--- config.mk ---
export PLATFORM = sky130hd
export DESIGN_NAME = eased_slew_limiter_unit_flat
export DESIGN_NICKNAME = d
export VERILOG_FILES = /design/src/rtl/esl_pkg.sv /design/src/rtl/esl_intf.sv /design/src/rtl/eased_slew_limiter_unit.sv /design/src/rtl/esl_ctrl.sv /design/src/rtl/esl_datapath.sv /design/src/flat_wrapper.sv
export SDC_FILE = /design/constraint.sdc
export NUM_CORES = 2
export LEC_CHECK = 0
export BUFFER_PORTS_ARGS = -buffer_cell sky130_fd_sc_hd__buf_2
export CAP_MARGIN = 0
export CORE_MARGIN = 3
export CORE_UTILIZATION = 30
export DETAILED_ROUTE_END_ITERATION = 16
export SYNTH_ARGS = -nofsm -noshare
export SYNTH_HDL_FRONTEND = slang
export SYNTH_HIERARCHICAL = 1
export SYNTH_SLANG_ARGS = --single-unit
--- constraint.sdc ---
create_clock -name clk -period 10 [get_ports clk]
set_clock_uncertainty 0.2 [all_clocks]
set_input_delay 1 -clock clk [delete_from_list [all_inputs] [get_ports clk]]
set_output_delay 1 -clock clk [all_outputs]
set_load 0.02 [all_outputs]
--- src/rtl/esl_pkg.sv ---
// Shared types and constants for the eased slew limiter.
// Used by the interfaces, the controller, the datapath and the top level.
`default_nettype none

package esl_pkg;

  // Configuration register indexes
  localparam int CFG_IDX_W = 2;
  localparam logic [CFG_IDX_W-1:0] REG_STEP_SIZE   = 2'd0;
  localparam logic [CFG_IDX_W-1:0] REG_FULL_SCALE  = 2'd1;
  localparam logic [CFG_IDX_W-1:0] REG_CURVE_MODE  = 2'd2;
  localparam logic [CFG_IDX_W-1:0] REG_START_VALUE = 2'd3;

  // Curve modes; any code other than these two shapes as quadratic
  localparam logic [1:0] MODE_BYPASS = 2'd0;
  localparam logic [1:0] MODE_SCURVE = 2'd1;

  // Reset values of the configuration registers
  localparam int STEP_SIZE_RST  = 256;
  localparam int FULL_SCALE_RST = 32767;

  typedef enum logic [3:0] {
    S_IDLE,
    S_STEP,
    S_NORM,
    S_DIV,
    S_OPND,
    S_SQUARE,
    S_SHAPE,
    S_SCALE,
    S_DONE
  } state_t;

  // Controller to datapath commands
  typedef struct packed {
    logic load_item;
    logic step;
    logic norm;
    logic div;
    logic div_first;
    logic opnd;
    logic square;
    logic shape;
    logic scale;
    logic load_out;
  } cmd_t;

  // Datapath to controller status
  typedef struct packed {
    logic bypass;
  } status_t;

endpackage

`default_nettype wire

--- src/rtl/esl_intf.sv ---
// Valid/ready channel interfaces: input sample, result and configuration write.
// Depends on esl_pkg for the register index width.
`default_nettype none

interface esl_sample_if #(parameter int VALUE_WIDTH = 16);
  logic                          valid;
  logic                          ready;
  logic signed [VALUE_WIDTH-1:0] target;

  modport source (output valid, output target, input ready);
  modport sink   (input valid, input target, output ready);
endinterface

interface esl_result_if #(parameter int VALUE_WIDTH = 16);
  logic                          valid;
  logic                          ready;
  logic signed [VALUE_WIDTH-1:0] eased_value;
  logic signed [VALUE_WIDTH-1:0] ramp_value;
  logic                          at_target;
  logic                          over_range;

  modport source (output valid, output eased_value, output ramp_value,
                  output at_target, output over_range, input ready);
  modport sink   (input valid, input eased_value, input ramp_value,
                  input at_target, input over_range, output ready);
endinterface

interface esl_cfg_if
  import esl_pkg::*;
#(parameter int VALUE_WIDTH = 16);
  logic                   valid;
  logic                   ready;
  logic [CFG_IDX_W-1:0]   index;
  logic [VALUE_WIDTH-1:0] data;

  modport source (output valid, output index, output data, input ready);
  modport sink   (input valid, input index, input data, output ready);
endinterface

`default_nettype wire

--- src/rtl/eased_slew_limiter_unit.sv ---
// Top level of the eased slew limiter: controller, datapath and channel glue.
// Depends on esl_pkg, esl_intf, esl_ctrl and esl_datapath.
`default_nettype none

// Each accepted target moves a ramp position toward it by step_size (snapping
// onto it when closer than one step), then shapes the ramp by curve_mode:
// bypass, S-curve or quadratic, normalizing by full_scale. In the curve modes
// an item passes from accept through ramp step, normalize, the restoring
// divider that forms one quotient bit per cycle, operand select, square,
// shaping, rescale and result load; bypass mode goes from normalize straight
// to result load. One item is in flight at a time; a new target is taken while
// the previous result waits in the output register. Configuration writes are
// taken in any cycle, must only be issued while the block is idle, and writing
// start_value also loads the ramp.
module eased_slew_limiter_unit
  import esl_pkg::*;
#(
  parameter int VALUE_WIDTH     = 16,
  parameter int CURVE_FRAC_BITS = 16
) (
  input wire logic    clk,
  input wire logic    rst,
  esl_cfg_if.sink     cfg,
  esl_sample_if.sink  sample,
  esl_result_if.source result
);

  cmd_t    cmd;
  status_t status;
  logic    in_ready;
  logic    out_valid;

  assign cfg.ready    = 1'b1;
  assign sample.ready = in_ready;
  assign result.valid = out_valid;

  esl_ctrl #(
    .CURVE_FRAC_BITS(CURVE_FRAC_BITS)
  ) u_ctrl (
    .clk      (clk),
    .rst      (rst),
    .in_valid (sample.valid),
    .in_ready (in_ready),
    .out_valid(out_valid),
    .out_ready(result.ready),
    .status   (status),
    .cmd      (cmd)
  );

  esl_datapath #(
    .VALUE_WIDTH    (VALUE_WIDTH),
    .CURVE_FRAC_BITS(CURVE_FRAC_BITS)
  ) u_datapath (
    .clk        (clk),
    .rst        (rst),
    .cmd        (cmd),
    .status     (status),
    .target     (sample.target),
    .cfg_we     (cfg.valid && cfg.ready),
    .cfg_index  (cfg.index),
    .cfg_data   (cfg.data),
    .eased_value(result.eased_value),
    .ramp_value (result.ramp_value),
    .at_target  (result.at_target),
    .over_range (result.over_range)
  );

`ifndef SYNTH
  // Never overwrite a result that has not been taken
  assert property (@(posedge clk) disable iff (rst)
    cmd.load_out |-> (!result.valid || result.ready))
    else $error("result register loaded while a beat is pending");

  // A loaded result shows up as a valid beat
  assert property (@(posedge clk) disable iff (rst)
    cmd.load_out |=> result.valid)
    else $error("loaded result not presented");

  // One item at a time: busy right after an accepted beat
  assert property (@(posedge clk) disable iff (rst)
    (sample.valid && sample.ready) |=> !sample.ready)
    else $error("second beat accepted while an item is in flight");

  // Bypass results never carry the clamp flag
  assert property (@(posedge clk) disable iff (rst)
    (cmd.load_out && status.bypass) |=> !result.over_range)
    else $error("over_range set in bypass mode");
`endif

endmodule

`default_nettype wire

--- src/rtl/esl_ctrl.sv ---
// Sequencing state machine: accept, ramp step, normalize, divide, shape, deliver.
// Depends on esl_pkg for state_t, cmd_t and status_t.
`default_nettype none

module esl_ctrl
  import esl_pkg::*;
#(
  parameter int CURVE_FRAC_BITS = 16
) (
  input  wire logic    clk,
  input  wire logic    rst,
  input  wire logic    in_valid,
  output logic         in_ready,
  output logic         out_valid,
  input  wire logic    out_ready,
  input  wire status_t status,
  output cmd_t         cmd
);

  localparam int F  = CURVE_FRAC_BITS;
  localparam int CW = $clog2(F + 1);

  state_t        state, state_next;
  logic [CW-1:0] cnt;
  logic          out_free;

  assign out_free = !out_valid || out_ready;

  // Next state
  always_comb begin
    state_next = state;
    unique case (state)
      S_IDLE:   if (in_valid) state_next = S_STEP;
      S_STEP:   state_next = S_NORM;
      S_NORM:   state_next = status.bypass ? S_DONE : S_DIV;
      S_DIV:    if (cnt == CW'(F)) state_next = S_OPND;
      S_OPND:   state_next = S_SQUARE;
      S_SQUARE: state_next = S_SHAPE;
      S_SHAPE:  state_next = S_SCALE;
      S_SCALE:  state_next = S_DONE;
      S_DONE:   if (out_free) state_next = S_IDLE;
      default:  state_next = S_IDLE;
    endcase
  end

  // Outputs
  always_comb begin
    cmd           = '0;
    in_ready      = (state == S_IDLE);
    cmd.load_item = in_ready && in_valid;
    cmd.step      = (state == S_STEP);
    cmd.norm      = (state == S_NORM);
    cmd.div       = (state == S_DIV);
    cmd.div_first = (state == S_DIV) && (cnt == '0);
    cmd.opnd      = (state == S_OPND);
    cmd.square    = (state == S_SQUARE);
    cmd.shape     = (state == S_SHAPE);
    cmd.scale     = (state == S_SCALE);
    cmd.load_out  = (state == S_DONE) && out_free;
  end

  // State, divide step counter and result valid
  always_ff @(posedge clk) begin
    if (rst) begin
      state     <= S_IDLE;
      cnt       <= '0;
      out_valid <= 1'b0;
    end else begin
      state <= state_next;
      if (state == S_DIV) begin
        cnt <= cnt + CW'(1);
      end else begin
        cnt <= '0;
      end
      if (cmd.load_out) begin
        out_valid <= 1'b1;
      end else if (out_ready) begin
        out_valid <= 1'b0;
      end
    end
  end

endmodule

`default_nettype wire

--- src/rtl/esl_datapath.sv ---
// Datapath: configuration registers, ramp position, restoring divider, curve
// multiplier stages and the result register. Depends on esl_pkg.
`default_nettype none

module esl_datapath
  import esl_pkg::*;
#(
  parameter int VALUE_WIDTH     = 16,
  parameter int CURVE_FRAC_BITS = 16
) (
  input  wire logic                          clk,
  input  wire logic                          rst,
  input  wire cmd_t                          cmd,
  output status_t                            status,
  input  wire logic signed [VALUE_WIDTH-1:0] target,
  input  wire logic                          cfg_we,
  input  wire logic [CFG_IDX_W-1:0]          cfg_index,
  input  wire logic [VALUE_WIDTH-1:0]        cfg_data,
  output logic signed [VALUE_WIDTH-1:0]      eased_value,
  output logic signed [VALUE_WIDTH-1:0]      ramp_value,
  output logic                               at_target,
  output logic                               over_range
);

  localparam int W  = VALUE_WIDTH;
  localparam int F  = CURVE_FRAC_BITS;
  localparam int MW = W - 1;
  localparam logic [F:0] ONE  = {1'b1, {F{1'b0}}};
  localparam logic [F:0] HALF = {2'b01, {(F-1){1'b0}}};

  // Configuration and ramp state
  logic [MW-1:0]       step_size;
  logic [MW-1:0]       full_scale;
  logic [1:0]          curve_mode;
  logic signed [W-1:0] ramp;

  // Working registers
  logic signed [W-1:0] target_q;
  logic                at_q, over_q, neg_q;
  logic [W-1:0]        rem;
  logic [F:0]          quo;
  logic [F:0]          x_q, op_q, f_q;
  logic [2*F+1:0]      prod_q;
  logic [MW-1:0]       y_q;

  // Combinational helpers
  logic signed [W:0]   diff;
  logic [W:0]          gap;
  logic signed [W-1:0] ramp_next;
  logic [W-1:0]        mag;
  logic [W:0]          trial;
  logic                ge;
  logic [W:0]          trial_sub;
  logic [F:0]          x_eff;
  logic                scurve;
  logic [F+MW:0]       scale_prod;
  logic [W-1:0]        y_ext;

  assign status.bypass = (curve_mode == MODE_BYPASS);
  assign scurve        = (curve_mode == MODE_SCURVE);

  // Ramp step toward target; snap when the gap is under one step
  always_comb begin
    diff = {target_q[W-1], target_q} - {ramp[W-1], ramp};
    gap  = diff[W] ? (W+1)'(-diff) : diff;
    if (gap < {2'b00, step_size}) begin
      ramp_next = target_q;
    end else if (target_q > ramp) begin
      ramp_next = ramp + $signed({1'b0, step_size});
    end else begin
      ramp_next = ramp - $signed({1'b0, step_size});
    end
  end

  assign mag = ramp[W-1] ? W'(-ramp) : ramp;

  // One restoring divide step: compare, subtract, shift in a quotient bit
  assign trial     = cmd.div_first ? {1'b0, rem} : {rem, 1'b0};
  assign ge        = (trial >= {2'b00, full_scale});
  assign trial_sub = trial - {2'b00, full_scale};

  // Clamp above full scale; zero full scale with zero magnitude gives zero
  always_comb begin
    if (over_q) begin
      x_eff = ONE;
    end else if (full_scale == '0) begin
      x_eff = '0;
    end else begin
      x_eff = quo;
    end
  end

  assign scale_prod = f_q * full_scale;
  assign y_ext      = {1'b0, y_q};

  // Configuration writes and ramp update
  always_ff @(posedge clk) begin
    if (rst) begin
      step_size  <= MW'(STEP_SIZE_RST);
      full_scale <= MW'(FULL_SCALE_RST);
      curve_mode <= MODE_BYPASS;
      ramp       <= '0;
    end else begin
      if (cfg_we) begin
        unique case (cfg_index)
          REG_STEP_SIZE:   step_size  <= cfg_data[MW-1:0];
          REG_FULL_SCALE:  full_scale <= cfg_data[MW-1:0];
          REG_CURVE_MODE:  curve_mode <= cfg_data[1:0];
          REG_START_VALUE: ramp       <= cfg_data;
          default: ;
        endcase
      end
      if (cmd.step) begin
        ramp <= ramp_next;
      end
    end
  end

  // Item pipeline registers, advanced one command at a time
  always_ff @(posedge clk) begin
    if (cmd.load_item) begin
      target_q <= target;
    end
    if (cmd.norm) begin
      at_q   <= (ramp == target_q);
      over_q <= (mag > {1'b0, full_scale});
      neg_q  <= ramp[W-1];
      rem    <= mag;
    end
    if (cmd.div) begin
      rem <= ge ? trial_sub[W-1:0] : trial[W-1:0];
      quo <= {quo[F-1:0], ge};
    end
    if (cmd.opnd) begin
      x_q  <= x_eff;
      op_q <= (scurve && (x_eff >= HALF)) ? (ONE - x_eff) : x_eff;
    end
    if (cmd.square) begin
      prod_q <= op_q * op_q;
    end
    if (cmd.shape) begin
      if (!scurve) begin
        f_q <= prod_q[2*F:F];
      end else if (x_q < HALF) begin
        f_q <= prod_q[2*F-1:F-1];
      end else begin
        f_q <= ONE - prod_q[2*F-1:F-1];
      end
    end
    if (cmd.scale) begin
      y_q <= scale_prod[F +: MW];
    end
    if (cmd.load_out) begin
      ramp_value <= ramp;
      at_target  <= at_q;
      if (status.bypass) begin
        eased_value <= ramp;
        over_range  <= 1'b0;
      end else begin
        eased_value <= neg_q ? W'(-y_ext) : y_ext;
        over_range  <= over_q;
      end
    end
  end

endmodule

`default_nettype wire

--- src/flat_wrapper.sv ---
// flat-port wrapper written by rule: the top's interface ports become plain ports
module eased_slew_limiter_unit_flat import esl_pkg::*;
#(
  parameter int VALUE_WIDTH     = 16,
  parameter int CURVE_FRAC_BITS = 16
)
  (clk, rst, cfg_valid, cfg_index, cfg_data, cfg_ready, sample_valid, sample_target, sample_ready, result_valid, result_eased_value, result_ramp_value, result_at_target, result_over_range, result_ready);
  esl_cfg_if #(.VALUE_WIDTH(VALUE_WIDTH)) cfg_i ();
  esl_sample_if #(.VALUE_WIDTH(VALUE_WIDTH)) sample_i ();
  esl_result_if #(.VALUE_WIDTH(VALUE_WIDTH)) result_i ();
  input wire logic clk;
  input wire logic rst;
  input wire logic [$bits(cfg_i.valid)-1:0] cfg_valid;
  input wire logic [$bits(cfg_i.index)-1:0] cfg_index;
  input wire logic [$bits(cfg_i.data)-1:0] cfg_data;
  output wire logic [$bits(cfg_i.ready)-1:0] cfg_ready;
  input wire logic [$bits(sample_i.valid)-1:0] sample_valid;
  input wire logic [$bits(sample_i.target)-1:0] sample_target;
  output wire logic [$bits(sample_i.ready)-1:0] sample_ready;
  output wire logic [$bits(result_i.valid)-1:0] result_valid;
  output wire logic [$bits(result_i.eased_value)-1:0] result_eased_value;
  output wire logic [$bits(result_i.ramp_value)-1:0] result_ramp_value;
  output wire logic [$bits(result_i.at_target)-1:0] result_at_target;
  output wire logic [$bits(result_i.over_range)-1:0] result_over_range;
  input wire logic [$bits(result_i.ready)-1:0] result_ready;
  assign cfg_i.valid = cfg_valid;
  assign cfg_i.index = cfg_index;
  assign cfg_i.data = cfg_data;
  assign cfg_ready = cfg_i.ready;
  assign sample_i.valid = sample_valid;
  assign sample_i.target = sample_target;
  assign sample_ready = sample_i.ready;
  assign result_valid = result_i.valid;
  assign result_eased_value = result_i.eased_value;
  assign result_ramp_value = result_i.ramp_value;
  assign result_at_target = result_i.at_target;
  assign result_over_range = result_i.over_range;
  assign result_i.ready = result_ready;
  eased_slew_limiter_unit #(.VALUE_WIDTH(VALUE_WIDTH), .CURVE_FRAC_BITS(CURVE_FRAC_BITS)) u_core (.clk(clk), .rst(rst), .cfg(cfg_i), .sample(sample_i), .result(result_i));
endmodule
# ---- Word level (Yosys, flattened, before mapping)
# Index checks and enable logic that the tools add are counted.
dict set report classes {
  bitwise_logic 1
  muxes 25
  multipliers 2
  n_eq_ne 17
  n_lt_le_gt_ge 6
  reduce_logical 21
  addsub 10
}
# op n
set op_table {}
lappend op_table {{two-way mux 16 bit} 11}
lappend op_table {{two-way mux 17 bit} 7}
lappend op_table {{one-hot mux 4 bit (9 select lines)} 1}
lappend op_table {{subtractor 17 bit, first input constant} 2}
lappend op_table {{multiplier 17 x 17 -> 33 bit} 1}
lappend op_table {{multiplier 17 x 15 -> 31 bit} 1}
lappend op_table {{>= comparator 17 x 15 -> 1 bit} 1}
lappend op_table {{>= comparator 17 x 16 -> 1 bit, second input constant} 1}
lappend op_table {{less-than comparator 17 x 15 -> 1 bit} 1}
lappend op_table {{less-than comparator 17 x 16 -> 1 bit, second input constant} 1}
lappend op_table {{negator 17 bit} 1}
lappend op_table {{subtractor 16 x 16 -> 17 bit} 1}
lappend op_table {{adder 16 bit} 1}
lappend op_table {{equality test 16 bit} 1}
lappend op_table {{equality test 4 x 3 -> 1 bit, second input constant} 4}
lappend op_table {{> comparator 16 x 15 -> 1 bit} 1}
lappend op_table {{> comparator 16 bit} 1}
lappend op_table {{two-way mux 4 bit} 4}
lappend op_table {{negator 15 -> 16 bit} 1}
lappend op_table {{negator 16 bit} 1}
lappend op_table {{subtractor 16 x 15 -> 16 bit} 1}
lappend op_table {{subtractor 16 bit} 1}
lappend op_table {{logical NOT 15 bit} 1}
lappend op_table {{equality test 4 x 2 -> 1 bit, second input constant} 2}
lappend op_table {{other kinds (19)} 34}
dict set report word_totals {
  ff_bits 243
  output_inout_bits 37
  word_cells 104
}

# ---- Logic depth before layout (Yosys ltp)
dict set report depth {
  word_depth 6
  depth_mapped 26
  depth_no_buf 25
}

# ---- By module
# Netlist, hierarchy kept.
# mod seq_area_each_um2 instances area_each_um2 cells_each
set modules_own_cells {}
lappend modules_own_cells {esl_datapath 5615.4 1 27978.1 3009}
lappend modules_own_cells {esl_ctrl 200.2 1 543.0 69}
lappend modules_own_cells {eased_slew_limiter_unit 0.0 1 11.3 2}

# ---- Worst setup path after synthesis
# No wires, ideal clock.
dict set report synth_path {
  path_kind {register -> register}
  from {reg u_core.u_datapath.op_q[7]}
  to {reg u_core.u_datapath.prod_q[32] (data pin)}
  stages_incl_launch_ff 25
  path_buffers 1
  period_less_slack_ns 6.820
  setup_time_ns 0.260
  arrival_time_ns 6.360
  t_required_ns 9.540
  slack_ns 3.180
  cell_sequence {edfxtp_1 -> clkbuf_1 -> nand2_1 -> fa_1 -> inv_1 -> fa_1 -> inv_1 -> fa_1 -> inv_1 -> fa_1 -> fa_1 -> inv_1 -> fa_1 -> inv_1 -> ha_1 -> a21oi_1 -> o21bai_1 -> a221o_1 -> a221oi_1 -> o21ai_0 -> a41o_1 -> a41o_1 -> a211oi_1 -> o21bai_1 -> xnor2_1}
}
dict set report synth_via {
  elab_chain_len 1
}
# element line_no
set synth_rtl {}
lappend synth_rtl {{start, declared} esl_datapath.sv:42} ;# logic [F:0] x_q, op_q, f_q;
lappend synth_rtl {{start signal, assigned} esl_datapath.sv:136} ;# op_q <= (scurve && (x_eff >= HALF)) ? (ONE - x_eff) : x_eff;
lappend synth_rtl {{multiplier 17 x 17 -> 33 bit} esl_datapath.sv:139} ;# prod_q <= op_q * op_q;
lappend synth_rtl {{end signal, assigned} esl_datapath.sv:139}
lappend synth_rtl {{end, declared} esl_datapath.sv:43} ;# logic [2*F+1:0] prod_q;
# No other way between the ends.
# A chain may end at the register's enable or synchronous reset.

# ---- Worst setup path after layout
dict set report layout_path {
  from {reg u_core.u_datapath.op_q[11]}
  to {reg u_core.u_datapath.prod_q[32] (data pin)}
}
# Same word-level chain as after synthesis.

==> qor.txt <==
Worst path slowest cell: edfxtp_1
register area: 5816 µm²
post-synthesis register bit count: 213
Routed Antenna Nets: 0
cts bufs inserted: 26
crit-path cells: inv_1, nor2_1, fa_1, inv_1, fa_1, fa_1, inv_1, fa_1, fa_1, inv_1, fa_1, inv_1, ha_1, a21oi_1, o21bai_1, a221o_1, a221oi_1, o21ai_0, a41o_1, a41o_1, a211oi_1, o21bai_1, xnor2_1
die height: 314.4 µm
Worst Path Buf+Inv: 5
synthesis warning total: 6
P per Cell Area: 156.8 nW/µm²
post-synthesis instance area: 28530 µm²
Post-synth top flop: edfxtp_1
Hold WC Path Type: flip-flop to flip-flop
largest delay contributor family on the critical path: adder cells
CTS tree: yes
sequential share of power: 0.241
Max Freq: 137.2 MHz
initial DRC count: 1627
Final Hold Vio Count: 0
design area: 31060 µm²
Max stage delay on crit path: 0.61 ns
fin cells: 4354
Avg Inst Size Synth: 9.264 µm²
leak pwr: 14.42 nW
WP data arrival: 7.39 ns
clock share of power: 0.208
postcts setup bufs: 0
final setup fails: 0
Hold Buf Count CTS: 0
dpl cell area: 30140 µm²
Die Area: 98840 µm²
HPWL Detailed: 60030 µm
gr ovfl total: 0
critical path peak fanout: 12
Skew-Pair Late Insertion Delay: 0.56 ns
RSZ-0062 raised after global routing: no
Int Power: 2.838 mW
max_slew headroom: 0.2591
Core Footprint: 93750 µm²
busiest grt layer: met2
maximum vdd drop: 128.2 µV
Multi-input gate area: 20180 µm²
DR WL/cell: 16.98 µm
share of layout cells above drive strength 1: 0.05939
Post-Synthesis Cells: 3080
Synth area leader: fa_1
largest net degree at the start of global routing: 54
Initial Util: 0.3043
DRT Pass-1 Iters: 9
Vias: 21.04k
Via density: 4.833
utilization after layout: 0.3313
Clock Pin Slew Worst Setup and Hold Paths: 0.06 ns
Max clock buf depth: 3
startpoint types: flip-flop
post-route clock period utilization: 0.7289
GR Util met3: 0.02218
first-pass GRT wire length: 118600 µm
Cell variety after synth: 87
switching share of power: 0.4175
Most common cell on crit path: fa_1
crit end category: flip-flop
synth top area cells: fa_1 27%, edfxtp_1 16%, ha_1 12%
top cell type's share of synthesized area: 0.2680
Crit Path Class: flip-flop to flip-flop
PostCTS Resize Cnt: 0
gpl congestion: 0.8579
Slew @ Worst Pin: 1.111 ns
Final Max Tran Viols: 0
syn_nets: 3782
Area Growth Syn to Fin: 8.871%
post-layout min period: 7.289 ns
I/O Buffers: 74
GR Util All Layers: 0.1498
Post-synth EDFFs: 155
Fin Setup TNS: 0 ns
# DRC: 0
M2 GR Usage: 0.2374
asr flop ratio synth: 0
clock root buffer: clkbuf_16
P_sw: 2.034 mW
combinational share of power: 0.551
status: complete, no violations
Critical Path RT: 10.10 ns
row count: 112
die span in x: 314.4 µm
vias in the first global route: 21.12k
H-tree depth: 1
antenna violations before repair: 7
placed cells: 4304
maxcap violations: 0
# clock sinks: 213
met1 Use GR: 0.2157
fillcell total: 9638
NumNets Final: 3780
drt total wl: 73940 µm
I/O Pins: 76
Seq/Total Area, Yosys: 0.2038
synthesized netlist by cell type (7+ instances only):
cell      count
and2_1      192
o41ai_1       8
o21a_1       21
a21oi_1      93
ha_1        281
fa_1        382
mux2i_1      16
nand2b_1     22
nor2b_1      23
nor2_1      148
nand2_1     337
nor4_1       18
o31ai_1      15
a31oi_1      40
a211o_1      19
xor2_1       52
clkbuf_1    109
o211ai_1     11
nand4_1      23
and3_1       10
or2_2         7
mux2_2       18
nand3_1      41
dfxtp_1      58
a21o_1       24
o21ai_0     121
xnor2_1     104
or3_1        15
a21boi_0      8
nor3_1       34
inv_1       554
edfxtp_1    155
or4_1         7
cells by family (layout without fill, tap and decap cells):
logic type / count (synthesis) / after routing / synth area share
DFF: 213 / 213 / 0.2038
and+or+nand+nor: 908 / 908 / 0.1568
buffers and inverters: 675 / 693 / 0.08981
muxes: 35 / 35 / 0.01320
xor gates and xnor gates: 157 / 157 / 0.04846
adders and majority gates: 663 / 663 / 0.3912
other: 1 / 3 / 0.0001314
AOI/OAI and AO/OA: 428 / 428 / 0.09652
registers in the layout (all words and copies together), names as in the netlist:
name,cells
u_core/u_datapath/eased_value,16
u_core/u_datapath/rem,16
u_core/u_ctrl/state,4
u_core/u_datapath/over_q,1
u_core/u_datapath/curve_mode,2
u_core/u_datapath/step_size,15
u_core/u_datapath/ramp_value,16
u_core/u_ctrl/cnt,5
u_core/u_datapath/prod_q,18
u_core/u_datapath/y_q,15
u_core/u_datapath/full_scale,15
u_core/u_datapath/x_q,3
u_core/u_datapath/quo,17
u_core/u_ctrl/out_valid,1
u_core/u_datapath/f_q,17
u_core/u_datapath/over_range,1
u_core/u_datapath/at_target,1
u_core/u_datapath/at_q,1
u_core/u_datapath/ramp,16
u_core/u_datapath/op_q,16
u_core/u_datapath/target_q,16
u_core/u_datapath/neg_q,1
stage by stage:
| step | worst slack (ns) | hold slack [ns] | power, mW |
|---|---|---|---|
| final | 2.711 | 0.2320 | 4.872 |
| after global routing | 2.244 | 0.2329 | 5.328 |
| after CTS | 2.661 | 0.2312 | 4.892 |
| after detailed placement | 2.671 | 0.2230 | 3.842 |
| after global placement | 2.814 | 0.2126 | 3.840 |
| after floorplan | 3.180 | 0.2003 | 3.207 |
worst reg2reg max path: cells and delay by family (launching register included):
family	cells	cell delay (ns)
fa+ha+maj	7	3.17
simple gates	1	0.26
flops	1	0.61
compound gates	9	2.13
xor+xnor	1	0.13
buf+inv	5	0.52
path summary, 6_finish.rpt:
| kind | from | to | slack, ns | depth (start not counted) |
|---|---|---|---|---|
| setup / recovery | u_core/u_datapath/op_q[11] | u_core/u_datapath/prod_q[32] | 2.71 | 23 |
| hold / removal | u_core/u_datapath/at_q | u_core/u_datapath/at_target | 0.23 | 0 |
| setup reg to reg | u_core/u_datapath/op_q[11] | u_core/u_datapath/prod_q[32] | 2.71 | 23 |
| hold reg to reg | u_core/u_datapath/at_q | u_core/u_datapath/at_target | 0.23 | 0 |
routing by layer:
layer  share of wire  routed length [µm]
met5         0.00018                  13
met4           0.026                1912
met3           0.061                4487
met2            0.44               32390
met1            0.48               35140
power groups by stage:
stage | Sequential (mW) | Combinational (mW) | Clock (mW)
after global placement | 1.19 | 2.65 | 0
after CTS | 1.17 | 2.68 | 1.04
after floorplan | 1.13 | 2.08 | 0
final | 1.17 | 2.69 | 1.01
after global routing | 1.17 | 3.07 | 1.08
after detailed placement | 1.19 | 2.65 | 0
area by class of cell:
type | instances | area share
antenna | 2 | 0.0001611
clock buffer | 30 | 0.02248
clock inverter | 18 | 0.007170
inverter | 555 | 0.06706
multi-input combinational | 2192 | 0.6496
sequential | 213 | 0.1872
tap | 1254 | 0.05051
timing repair buffer | 90 | 0.01579
cells in the final DEF (no fill, tap or decap), types with 23 or more instances in the layout:
master,instances
a21o_1,24
a21oi_1,93
a31oi_1,40
and2_1,192
buf_2,74
clkbuf_16,27
dfxtp_1,58
edfxtp_1,155
fa_1,382
ha_1,281
inv_1,554
nand2_1,337
nand3_1,41
nand4_1,23
nor2_1,147
nor3_1,31
o21ai_0,121
xnor2_1,104
xor2_1,52
(Power assumes the default switching activity.)
